==> config.mk <==
export PLATFORM = sky130hd
export DESIGN_NAME = meep_fifo
export DESIGN_NICKNAME = d
export VERILOG_FILES = /design/src/hw/rtl/meep_pkg.sv /design/src/hw/rtl/meep_fifo.sv
export SDC_FILE = /design/constraint.sdc
export NUM_CORES = 1
export LEC_CHECK = 0
export ABC_CLOCK_PERIOD_IN_PS = 2350
export BUFFER_PORTS_ARGS = -buffer_cell sky130_fd_sc_hd__buf_2
export CAP_MARGIN = 20
export CORE_MARGIN = 2
export CORE_UTILIZATION = 50
export CTS_BUF_LIST = sky130_fd_sc_hd__clkbuf_4
export DETAILED_ROUTE_END_ITERATION = 7
export MAX_ROUTING_LAYER = met4
export PLACE_DENSITY = 0.76
export SYNTH_ARGS = -nofsm -noshare
export SYNTH_HDL_FRONTEND = slang
export SYNTH_SLANG_ARGS = --single-unit
==> constraint.sdc <==
create_clock -name clk -period 2.35 [get_ports clk]
set_input_delay 0.3525 -clock clk [delete_from_list [all_inputs] [get_ports clk]]
set_output_delay 0.3525 -clock clk [all_outputs]
set_load 0.005 [all_outputs]
==> src/hw/rtl/meep_pkg.sv <==
// shared widths, codes, reset values and helpers for the escape-time pixel block
package meep_pkg;

  // fixed field widths
  localparam int COL_W      = 9;
  localparam int ROW_W      = 8;
  localparam int CENTRE_W   = 34;
  localparam int STEP_W     = 27;
  localparam int COUNT_W    = 8;
  localparam int RGB_W      = 24;
  localparam int CFG_IDX_W  = 2;
  localparam int CFG_DATA_W = 34;

  // register indexes
  localparam logic [CFG_IDX_W-1:0] CFG_CENTRE_REAL = 2'd0;
  localparam logic [CFG_IDX_W-1:0] CFG_CENTRE_IMAG = 2'd1;
  localparam logic [CFG_IDX_W-1:0] CFG_PIXEL_STEP  = 2'd2;

  // register reset values
  localparam logic signed [CENTRE_W-1:0] CENTRE_REAL_RESET = -34'sd201326592;
  localparam logic signed [CENTRE_W-1:0] CENTRE_IMAG_RESET = 34'sd0;
  localparam logic [STEP_W-1:0]          PIXEL_STEP_RESET  = 27'd2516582;

  // parameter defaults
  localparam int DEF_CANVAS_WIDTH    = 320;
  localparam int DEF_CANVAS_HEIGHT   = 240;
  localparam int DEF_FRACTION_BITS   = 28;
  localparam int DEF_ITERATION_LIMIT = 150;
  localparam int QUEUE_DEPTH         = 2;

  // rainbow palette coefficients
  localparam logic [7:0] RED_MUL   = 8'd8;
  localparam logic [7:0] GREEN_MUL = 8'd5;
  localparam logic [7:0] GREEN_OFS = 8'd80;
  localparam logic [7:0] BLUE_MUL  = 8'd11;
  localparam logic [7:0] BLUE_OFS  = 8'd160;

  typedef struct packed {
    logic [COUNT_W-1:0] count;
    logic [RGB_W-1:0]   rgb;
  } result_t;

  function automatic int wmax(input int a, input int b);
    return (a > b) ? a : b;
  endfunction

  // signed width of (position - canvas/2)
  function automatic int offset_width(input int canvas, input int in_w);
    return wmax(in_w, $clog2((canvas >> 1) + 1)) + 1;
  endfunction

  // signed width of a mapped point coordinate
  function automatic int point_width(input int cw, input int ch);
    return wmax(wmax(offset_width(cw, COL_W), offset_width(ch, ROW_W)) + STEP_W + 1,
                CENTRE_W) + 1;
  endfunction

  // signed width of the orbit registers
  function automatic int orbit_width(input int cw, input int ch, input int fb);
    return wmax(point_width(cw, ch), fb + 6) + 1;
  endfunction

endpackage

==> src/hw/rtl/meep_fifo.sv <==
// small first-in first-out queue with registered storage
module meep_fifo import meep_pkg::*; #(
  parameter int WIDTH = 8,
  parameter int DEPTH = QUEUE_DEPTH
) (
  input  logic             clk,
  input  logic             rst_n,
  input  logic             push,
  output logic             full,
  input  logic [WIDTH-1:0] wr_data,
  input  logic             pop,
  output logic             empty,
  output logic [WIDTH-1:0] rd_data
);

  localparam int AW = (DEPTH > 1) ? $clog2(DEPTH) : 1;

  logic [WIDTH-1:0] mem [DEPTH];
  logic [AW:0]      wr_ptr_r;
  logic [AW:0]      rd_ptr_r;

  assign empty   = (wr_ptr_r == rd_ptr_r);
  assign full    = (wr_ptr_r[AW] != rd_ptr_r[AW]) && (wr_ptr_r[AW-1:0] == rd_ptr_r[AW-1:0]);
  assign rd_data = mem[rd_ptr_r[AW-1:0]];

  always_ff @(posedge clk) begin
    if (!rst_n) begin
      wr_ptr_r <= '0;
      rd_ptr_r <= '0;
    end else begin
      if (push && !full) begin
        wr_ptr_r <= wr_ptr_r + 1'b1;
      end
      if (pop && !empty) begin
        rd_ptr_r <= rd_ptr_r + 1'b1;
      end
    end
  end

  always_ff @(posedge clk) begin
    if (push && !full) begin
      mem[wr_ptr_r[AW-1:0]] <= wr_data;
    end
  end

endmodule

==> out/metrics.cfg <==
[status]
outcome = finished, final reports clean

[sta]
setup_viol = 0
rsz0062_at_grt = false
relSlewSlack_pct = 74.6
finalClockSkew_ns = 0.00654
max_slew.worst_pin.slew_ns = 0.381
fmax_mhz = 586
layout_setup_ws_ns = 0.644
hold_viol_final = 0
finalSetupTns_ns = 0
fin_crit_ns = 1.71
timing.final.crit_share_pct = 72.6
maxSlewViolCount = 0

[floorplan]
ios = 22
initial_core_util_pct = 54.7
die_y_um = 45.1
core_sq_um = 1540
chipWidth_um = 45.1
dieArea_sq_um = 2030
core.rowCount = 14

[synthesis]
synth_simple_gate_area_share_pct = 6.53
ys_seq_area_share_pct = 68.8
synth_fa_ha_area_share_pct = 0
yosysUniqueCellTypes = 20
synth_top_family_by_area = multiplexers
avgSynthCellArea_sq_um = 14.8
synth_compound_area_share_pct = 6.08
ys_warn_count = 0
synth_cells = 57
syn-num-nets = 69
ys_ff_latch = 21
synth-xor-area-share_pct = 4.01
synthMuxAreaShare_pct = 13.1
synth_area_sq_um = 843

[drt]
drc = 0
drtIter0Drc = 1
routed-via-count = 524
routed_wl_um = 1290
drt_first_pass_iters = 2
wl_per_cell_um = 13.3
final_antenna_net_count = 0
via_per_inst = 5.40

[placed_design]
hpwlAfterDp_um = 963
pre_cts_slack_ns = 0.902
placed_cell_area_sq_um = 967
gp_congestion = 0.835
dp_cells = 93
portBuffers = 21

[final_layout]
most-common-layout-cells = buf_2 (21), edfxtp_1 (16), mux2_2 (8)
nFillCells = 126
final_cells = 97
syn_to_final_growth_pct = 18.2
regArea_sq_um = 581
diodes = 0
drive_above_1_share_pct = 43.2
final_common_cell = buf_2
fin_nets = 94
final_core_util_pct = 64.7
design_area_sq_um = 997
multi_input_area_sq_um = 250

[worst_setup_path]
start_kind = register
critical_path_class = register to primary output
cp_max_fo = 8
critPathCaptureType = primary output
cp_data_required_time_ns = 2.00
crit_arrival_ns = 1.35

[global_route]
grt_pass1_wl_um = 1970
track_usage_pct = 14.3
grt-ovfl-total = 0
antenna_found_initial = 0
grt_pass1_vias = 493
grt_max_degree = 12

[clocking]
clock_latency_ns = 0.29
cts_resized = 0
htreeDepth = 1
cts.sinks = 21
cts.clk_slew.worst_paths_ns = 0.11
cts-hold-fix-buffers = 0
cts-buffers-inserted = 3
postCtsSetupRepairBufs = 0
cts_tree = done
ctsRootBufferMaster = clkbuf_4
clk_path_buf_depth = 2

[power_and_ir_drop]
ir_drop_mv = 0.374
power_density_nw_per_um2 = 731
leakage_nw = 0.399

[job]
drv_cap = 0

[hold_path]
hold_path.class = primary input to register

## worst max-delay path, cell delays in order, from the launching register on
cell,delay [ns]
dfxtp_1,0.56
mux2_2,0.38
buf_2,0.12
## stage by stage
step	hold slack [ns]	total power, mW
after floorplan	0.451	0.517
after global placement	0.543	0.559
after detailed placement	0.544	0.564
after CTS	0.234	0.737
after global routing	0.221	0.763
final	0.243	0.729
## cells by family after synthesis
logic type      count (synthesis)
xor+xnor                        3
buf+inv                         3
compound gates                  8
mux                            10
simple gates                   12
flops                          21
## final timing paths
kind              slack (ns)                  endpoint                      from  cells past startpoint
setup reg to reg        0.88       mem[0][7]$_DFFE_PP_  rd_ptr_r[0]$_SDFFE_PN0P_                      3
setup / recovery        0.64                rd_data[6]                  register                      2
hold / removal          0.24       mem[0][4]$_DFFE_PP_                wr_data[4]                      1
hold reg to reg         0.60  rd_ptr_r[1]$_SDFFE_PN0P_  wr_ptr_r[1]$_SDFFE_PN0N_                      2
## registers in the layout, summed over array words and instances (netlist names), named ones only
register	count
mem	16
rd_ptr_r	2
wr_ptr_r	2
## cell usage after synthesis
| cell | n | area share, % |
|---|---|---|
| edfxtp_1 | 16 | 57 |
| mux2_2 | 8 | 11 |
| dfxtp_1 | 5 | 12 |
| nor2_1 | 5 | 2.2 |
| nand2_1 | 4 | 1.8 |
| a21boi_0 | 2 | 1.8 |
| a31oi_1 | 2 | 1.5 |
| mux2i_1 | 2 | 2.4 |
| o21ai_0 | 2 | 1.2 |
| a21oi_1 | 1 | 0.59 |
| a311oi_1 | 1 | 1.0 |
| and3b_1 | 1 | 1.0 |
| clkbuf_1 | 1 | 0.44 |
| clkbuf_2 | 1 | 0.59 |
| inv_1 | 1 | 0.44 |
| nand4_1 | 1 | 0.74 |
| or3_1 | 1 | 0.74 |
| xnor2_1 | 1 | 1.0 |
| xor2_1 | 1 | 1.0 |
| xor2_2 | 1 | 1.9 |
## final cells by class
cell class / instances / share of cell area (%)
inverter: 1 / 0.376
timing repair buffer: 22 / 11.3
sequential: 21 / 58.2
multi-input combinational: 33 / 25.1
tap: 16 / 2.01
clock buffer: 4 / 3.01
## routing by layer
| metal | global-route usage [%] | share of wire, % |
|---|---|---|
| met5 | - | 0 |
| met4 | 5.29 | 0.46 |
| met3 | 4.00 | 4.3 |
| met2 | 24.9 | 54 |
| met1 | 15.5 | 41 |
## power by group
part           total (mW)  internal [mW]  switching, mW
Sequential          0.450          0.430         0.0202
Combinational       0.103         0.0544         0.0486
Clock               0.176         0.0775         0.0984
Note: power is estimated with default switching activity, not from simulation.
