## config.mk

```make
export PLATFORM = sky130hd
export DESIGN_NAME = meep_front
export DESIGN_NICKNAME = d
export VERILOG_FILES = /design/src/hw/rtl/meep_pkg.sv /design/src/hw/rtl/meep_front.sv
export SDC_FILE = /design/constraint.sdc
export NUM_CORES = 1
export LEC_CHECK = 0
export BUFFER_PORTS_ARGS = -buffer_cell sky130_fd_sc_hd__buf_4
export CORE_MARGIN = 2
export CORE_UTILIZATION = 39
export CTS_BUF_LIST = sky130_fd_sc_hd__clkbuf_8 sky130_fd_sc_hd__clkbuf_16
export DETAILED_ROUTE_END_ITERATION = 8
export GPL_TIMING_DRIVEN = 0
export PLACE_DENSITY_LB_ADDON = 0.25
export RECOVER_POWER = 50
export SKIP_CTS_REPAIR_TIMING = 1
export SYNTH_ARGS = -nofsm -noshare
export SYNTH_HDL_FRONTEND = slang
export SYNTH_SLANG_ARGS = --single-unit
export TNS_END_PERCENT = 5
```

## constraint.sdc

```tcl
create_clock -name clk -period 18.83 [get_ports clk]
set_clock_uncertainty 0.15 [all_clocks]
set_input_delay 0.9415 -clock clk [delete_from_list [all_inputs] [get_ports clk]]
set_output_delay 0.9415 -clock clk [all_outputs]
set_load 0.02 [all_outputs]
```

## src/hw/rtl/meep_pkg.sv

```systemverilog
// shared widths, codes, reset values and helpers for the escape-time pixel block
package meep_pkg;

  // fixed field widths
  localparam int COL_W      = 9;
  localparam int ROW_W      = 8;
  localparam int CENTRE_W   = 34;
  localparam int STEP_W     = 27;
  localparam int COUNT_W    = 8;
  localparam int RGB_W      = 24;
  localparam int CFG_IDX_W  = 2;
  localparam int CFG_DATA_W = 34;

  // register indexes
  localparam logic [CFG_IDX_W-1:0] CFG_CENTRE_REAL = 2'd0;
  localparam logic [CFG_IDX_W-1:0] CFG_CENTRE_IMAG = 2'd1;
  localparam logic [CFG_IDX_W-1:0] CFG_PIXEL_STEP  = 2'd2;

  // register reset values
  localparam logic signed [CENTRE_W-1:0] CENTRE_REAL_RESET = -34'sd201326592;
  localparam logic signed [CENTRE_W-1:0] CENTRE_IMAG_RESET = 34'sd0;
  localparam logic [STEP_W-1:0]          PIXEL_STEP_RESET  = 27'd2516582;

  // parameter defaults
  localparam int DEF_CANVAS_WIDTH    = 320;
  localparam int DEF_CANVAS_HEIGHT   = 240;
  localparam int DEF_FRACTION_BITS   = 28;
  localparam int DEF_ITERATION_LIMIT = 150;
  localparam int QUEUE_DEPTH         = 2;

  // rainbow palette coefficients
  localparam logic [7:0] RED_MUL   = 8'd8;
  localparam logic [7:0] GREEN_MUL = 8'd5;
  localparam logic [7:0] GREEN_OFS = 8'd80;
  localparam logic [7:0] BLUE_MUL  = 8'd11;
  localparam logic [7:0] BLUE_OFS  = 8'd160;

  typedef struct packed {
    logic [COUNT_W-1:0] count;
    logic [RGB_W-1:0]   rgb;
  } result_t;

  function automatic int wmax(input int a, input int b);
    return (a > b) ? a : b;
  endfunction

  // signed width of (position - canvas/2)
  function automatic int offset_width(input int canvas, input int in_w);
    return wmax(in_w, $clog2((canvas >> 1) + 1)) + 1;
  endfunction

  // signed width of a mapped point coordinate
  function automatic int point_width(input int cw, input int ch);
    return wmax(wmax(offset_width(cw, COL_W), offset_width(ch, ROW_W)) + STEP_W + 1,
                CENTRE_W) + 1;
  endfunction

  // signed width of the orbit registers
  function automatic int orbit_width(input int cw, input int ch, input int fb);
    return wmax(point_width(cw, ch), fb + 6) + 1;
  endfunction

endpackage

```

## src/hw/rtl/meep_front.sv

```systemverilog
// front end: maps a pixel position to its point in the complex plane
module meep_front import meep_pkg::*; #(
  parameter int CANVAS_WIDTH  = DEF_CANVAS_WIDTH,
  parameter int CANVAS_HEIGHT = DEF_CANVAS_HEIGHT
) (
  input  logic                                             clk,
  input  logic                                             rst_n,
  input  logic                                             in_push,
  output logic                                             in_full,
  input  logic [COL_W-1:0]                                 in_column,
  input  logic [ROW_W-1:0]                                 in_row,
  input  logic signed [CENTRE_W-1:0]                       centre_real,
  input  logic signed [CENTRE_W-1:0]                       centre_imag,
  input  logic [STEP_W-1:0]                                pixel_step,
  output logic                                             job_valid,
  input  logic                                             job_ready,
  output logic signed [point_width(CANVAS_WIDTH, CANVAS_HEIGHT)-1:0] job_cr,
  output logic signed [point_width(CANVAS_WIDTH, CANVAS_HEIGHT)-1:0] job_ci
);

  localparam int OX_W = offset_width(CANVAS_WIDTH, COL_W);
  localparam int OY_W = offset_width(CANVAS_HEIGHT, ROW_W);
  localparam int PX_W = OX_W + STEP_W + 1;
  localparam int PY_W = OY_W + STEP_W + 1;
  localparam int C_W  = point_width(CANVAS_WIDTH, CANVAS_HEIGHT);
  localparam logic signed [OX_W-1:0] HALF_X = OX_W'(CANVAS_WIDTH / 2);
  localparam logic signed [OY_W-1:0] HALF_Y = OY_W'(CANVAS_HEIGHT / 2);

  logic signed [OX_W-1:0]   off_x;
  logic signed [OY_W-1:0]   off_y;
  logic signed [STEP_W:0]   step_s;
  logic signed [PX_W-1:0]   prod_x;
  logic signed [PY_W-1:0]   prod_y;
  logic signed [PX_W-1:0]   px_r;
  logic signed [PY_W-1:0]   py_r;
  logic                     s1_v_r;
  logic signed [C_W-1:0]    cr_r;
  logic signed [C_W-1:0]    ci_r;
  logic                     s2_v_r;
  logic                     s2_free;
  logic                     s1_move;
  logic                     in_take;

  assign off_x  = $signed(OX_W'(in_column)) - HALF_X;
  assign off_y  = $signed(OY_W'(in_row)) - HALF_Y;
  assign step_s = $signed({1'b0, pixel_step});
  assign prod_x = off_x * step_s;
  assign prod_y = off_y * step_s;

  assign s2_free = !s2_v_r || job_ready;
  assign s1_move = s1_v_r && s2_free;
  assign in_full = s1_v_r && !s2_free;
  assign in_take = in_push && !in_full;

  assign job_valid = s2_v_r;
  assign job_cr    = cr_r;
  assign job_ci    = ci_r;

  always_ff @(posedge clk) begin
    if (!rst_n) begin
      s1_v_r <= 1'b0;
      s2_v_r <= 1'b0;
    end else begin
      if (in_take) begin
        s1_v_r <= 1'b1;
      end else if (s1_move) begin
        s1_v_r <= 1'b0;
      end
      if (s1_move) begin
        s2_v_r <= 1'b1;
      end else if (job_ready) begin
        s2_v_r <= 1'b0;
      end
    end
  end

  always_ff @(posedge clk) begin
    if (in_take) begin
      px_r <= prod_x;
      py_r <= prod_y;
    end
    if (s1_move) begin
      cr_r <= C_W'(centre_real) + C_W'(px_r);
      ci_r <= C_W'(centre_imag) + C_W'(py_r);
    end
  end

endmodule

```

==> run_results.csv <==
group,metric,value,unit
status,run_status,"finished with violations",
status,violations_in_the_final_reports,"max-capacitance violations, max-slew violations",
cells_and_area,multi_input_area,18730,µm²
routing,vias_per_cell,5.146,
sta,totalNegativeSetupSlack,0,ps
power_and_ir_drop,total_power,5005,µW
logic_synthesis,sequential_fraction_of_the_synthesis_area,18.07,%
critical_path,end_kind,"flip-flop",
routing,firstDrtPassIters,5,
power_and_ir_drop,power_per_cell_area,176.9,nW/µm²
routing,routedWlPerCell,17.33,µm
die,vertical_die_dimension,259.6,µm
worst_hold_path,hold_path.class,"flip-flop to flip-flop",
global_routing,grt_max_degree,37,
critical_path,required,18890,ps
die,placement_rows,93,
cells_and_area,final-instance-count-excl-fill,3739,
sta,finalMaxSlewViolations,145,
clocking,worst_skew_pair.late_latency,480,ps
critical_path,timing.critical_path.from_type,"input pin",
logic_synthesis,synth_largest_type_area_fraction,29.62,%
global_routing,number_of_global_route_vias_before_repair,20305,
logic_synthesis,yosys-top-cells-count,"sky130_fd_sc_hd__inv_1, sky130_fd_sc_hd__fa_1, sky130_fd_sc_hd__nand2_1",
placement,dp.cells,3705,
clocking,numCtsBuffers,17,
placement,place.gp.congestion,0.9297,
clocking,cts_max_level,4,
logic_synthesis,synthesis.area,25480,µm²
power_and_ir_drop,p_leak,0.01338,µW
logic_synthesis,ys_dominant_reg_cell,"sky130_fd_sc_hd__edfxtp_1",
global_routing,globalRouteTotalUtil,20.03,%
routing,route.antenna.remaining_nets,0,
logic_synthesis,yosys.cell_types.count,77,
cells_and_area,finish.net_count,3630,
die,area_of_the_die,67410,µm²
sta,unrepaired_setup_endpoints_after_global_routing,"no",
clocking,cts-root-buf,"sky130_fd_sc_hd__clkbuf_16",
logic_synthesis,synth.most_common_cell,"sky130_fd_sc_hd__inv_1",
logic_synthesis,synth.ff_latch_count,154,
die,floorplan.die.width,259.6,µm
logic_synthesis,synthesis.instances,2683,
die,core_area,64580,µm²
clocking,clk_path_buf_depth,2,
sta,number_of_setup_violations_in_the_final_report,0,
sta,fmax,0.1162,GHz
critical_path,path_class,"input pin to flip-flop",
clocking,clock-sinks,154,
critical_path,worst_r2r_path_depth,12,
logic_synthesis,number_of_nets_in_the_synthesized_netlist,3444,
routing,detail_route.iter0.violations,1089,
logic_synthesis,synth_area_leaders,"sky130_fd_sc_hd__fa_1, sky130_fd_sc_hd__edfxtp_1, sky130_fd_sc_hd__ha_1, sky130_fd_sc_hd__inv_1, sky130_fd_sc_hd__and2_1",
cells_and_area,drive_gt1_share,7.081,%
global_routing,grt_antenna_before_repair,7,
sta,timing.final.crit_share,45.71,%
cells_and_area,area.growth.synth_to_final,11.05,%
die,design.portCount,196,
logic_synthesis,synth.avg_cell_area,9.498,µm²
logic_synthesis,synthDominantAreaCellType,"sky130_fd_sc_hd__fa_1",
sta,max_slew.worst_pin.slew,2003,ps
critical_path,arrival,8670,ps
logic_synthesis,async_sr_flop_fraction,0,%
placement,dpl_hpwl,53200,µm
sta,timing.final.crit_period,8608,ps
routing,totalWireLength,64790,µm
logic_synthesis,yosys_warnings,0,
placement,port_buffers,163,
sta,hold_viol,0,
worst_hold_path,min_delay_path_depth,1,
clocking,worst_setup_hold_path_clk_slew,60,ps
die,initial_utilization,39.46,%
clocking,cts_tree,"done",
cells_and_area,fill_cells,6432,
global_routing,grt.overflow.total,0,
sta,slew-limit-headroom,-33.52,%
cells_and_area,layout.area.seq,4604,µm²
critical_path,timing.critical_path.fanout_max,10,
global_routing,grt_pass1_wl,105200,µm
routing,via_count,19242,
routing,dr_drc_count,0,
job,cap_violations,4,
power_and_ir_drop,irDropWorstVdd,140.5,µV
logic_synthesis,number_of_enable_type_register_cells_in_the_synthesized_netlist,152,
## final timing paths
| check | from | to | slack, ps |
|---|---|---|---|
| setup / recovery | in_column[5] | px_r[36] | 10220 |
| hold / removal | s1_v_r | job_valid | 340 |
| setup reg to reg | px_r[0] | job_cr[34] | 15130 |
| hold reg to reg | s1_v_r | job_valid | 340 |
## final cells by class
class / instances / share of cell area [%]
sequential: 154 / 16.27
clock buffer: 17 / 1.503
timing repair buffer: 167 / 4.019
clock inverter: 14 / 0.6366
tap: 855 / 3.780
inverter: 457 / 6.061
multi-input combinational: 1958 / 66.17
buffer: 114 / 1.530
antenna: 3 / 0.02653
## state kept, by name, indices dropped and copies added (netlist names)
name / count
s1_v_r: 1
px_r: 38
job_cr: 39
job_valid: 1
job_ci: 38
py_r: 37
## where the power goes
| group | internal [µW] | total, µW | switching [µW] | leakage, µW |
|---|---|---|---|---|
| clock network | 219 | 370 | 151 | 0.000301 |
| logic | 1660 | 3870 | 2210 | 0.0116 |
| registers | 725 | 763 | 38.6 | 0.00147 |
| total | 2610 | 5010 | 2400 | 0.0134 |
## stage by stage
| stage | area [µm²] | worst slack [ps] | util, % | hold WS [ps] |
|---|---|---|---|---|
| 6_report | 28300 | 10220 | 43.82 | 341.9 |
| 5_1_grt | 28300 | 9745 | 43.81 | 388.2 |
| 4_1_cts | 28480 | 10300 | 44.10 | 368.1 |
| 3_5_place_dp | 27870 | 9796 | 43.16 | 352.7 |
| 3_3_place_gp | 27780 | 9803 | 43.01 | 306.0 |
| 2_1_floorplan | 25480 | 11790 | - | 296.5 |
## routing by layer
layer  share of wire, %  up-vias  global-route usage, %  wire [µm]
met3                5.6       81                  3.850       3624
met4                1.7       10                  5.188       1088
met1                 44     9699                  26.35      28550
met2                 49      453                  33.79      31470
met5              0.085        -                      0         55
li1                   -     8999                      -          -
## cells in the final DEF (no fill, tap or decap), types with 6 or more instances in the layout
cell type / instances
sky130_fd_sc_hd__nor4_1: 7
sky130_fd_sc_hd__o21ai_0: 51
sky130_fd_sc_hd__a21o_1: 88
sky130_fd_sc_hd__inv_1: 457
sky130_fd_sc_hd__nor2_1: 96
sky130_fd_sc_hd__or2_2: 11
sky130_fd_sc_hd__clkbuf_1: 143
sky130_fd_sc_hd__nand4_1: 14
sky130_fd_sc_hd__and2_1: 185
sky130_fd_sc_hd__and3_1: 11
sky130_fd_sc_hd__or3_1: 6
sky130_fd_sc_hd__o211ai_1: 6
sky130_fd_sc_hd__xnor2_1: 84
sky130_fd_sc_hd__a31oi_1: 10
sky130_fd_sc_hd__clkbuf_16: 17
sky130_fd_sc_hd__nand2_1: 270
sky130_fd_sc_hd__o21bai_1: 15
sky130_fd_sc_hd__a211oi_1: 10
sky130_fd_sc_hd__nand2b_1: 28
sky130_fd_sc_hd__o21ai_1: 12
sky130_fd_sc_hd__nand3_1: 26
sky130_fd_sc_hd__nor3_1: 20
sky130_fd_sc_hd__fa_1: 377
sky130_fd_sc_hd__buf_4: 133
sky130_fd_sc_hd__o21a_1: 14
sky130_fd_sc_hd__ha_1: 268
sky130_fd_sc_hd__a21oi_1: 130
sky130_fd_sc_hd__nor2b_1: 87
sky130_fd_sc_hd__xor2_1: 51
sky130_fd_sc_hd__edfxtp_1: 152
## critical path: stages
cell	delay, ps
sky130_fd_sc_hd__buf_4	170
sky130_fd_sc_hd__clkbuf_1	510
sky130_fd_sc_hd__inv_1	360
sky130_fd_sc_hd__ha_1	330
sky130_fd_sc_hd__xnor2_1	630
sky130_fd_sc_hd__clkbuf_1	640
sky130_fd_sc_hd__nand2_1	180
sky130_fd_sc_hd__fa_1	600
sky130_fd_sc_hd__fa_1	430
sky130_fd_sc_hd__fa_1	540
sky130_fd_sc_hd__fa_1	440
sky130_fd_sc_hd__fa_1	490
sky130_fd_sc_hd__inv_1	40
sky130_fd_sc_hd__ha_1	350
sky130_fd_sc_hd__nand4_1	190
sky130_fd_sc_hd__nor4_1	320
sky130_fd_sc_hd__nor2_1	120
sky130_fd_sc_hd__a21oi_1	330
sky130_fd_sc_hd__o21ai_1	250
sky130_fd_sc_hd__o21ai_1	360
sky130_fd_sc_hd__a21boi_0	180
sky130_fd_sc_hd__o21ai_1	170
sky130_fd_sc_hd__xor2_1	90
## logic make-up (layout without fill, tap and decap cells)
family,after synthesis,in the layout,share of synthesized area [%]
flip-flops,154,154,18.07
adder cells (fa/ha/maj),645,645,42.77
XOR/XNOR,135,135,4.640
AND/OR/NAND/NOR,779,779,15.49
buffers and inverters,571,769,8.430
AO/OA/AOI/OAI,398,398,10.56
other,0,3,0
multiplexers,1,1,0.03928
Power figures use the tool's default switching activity.
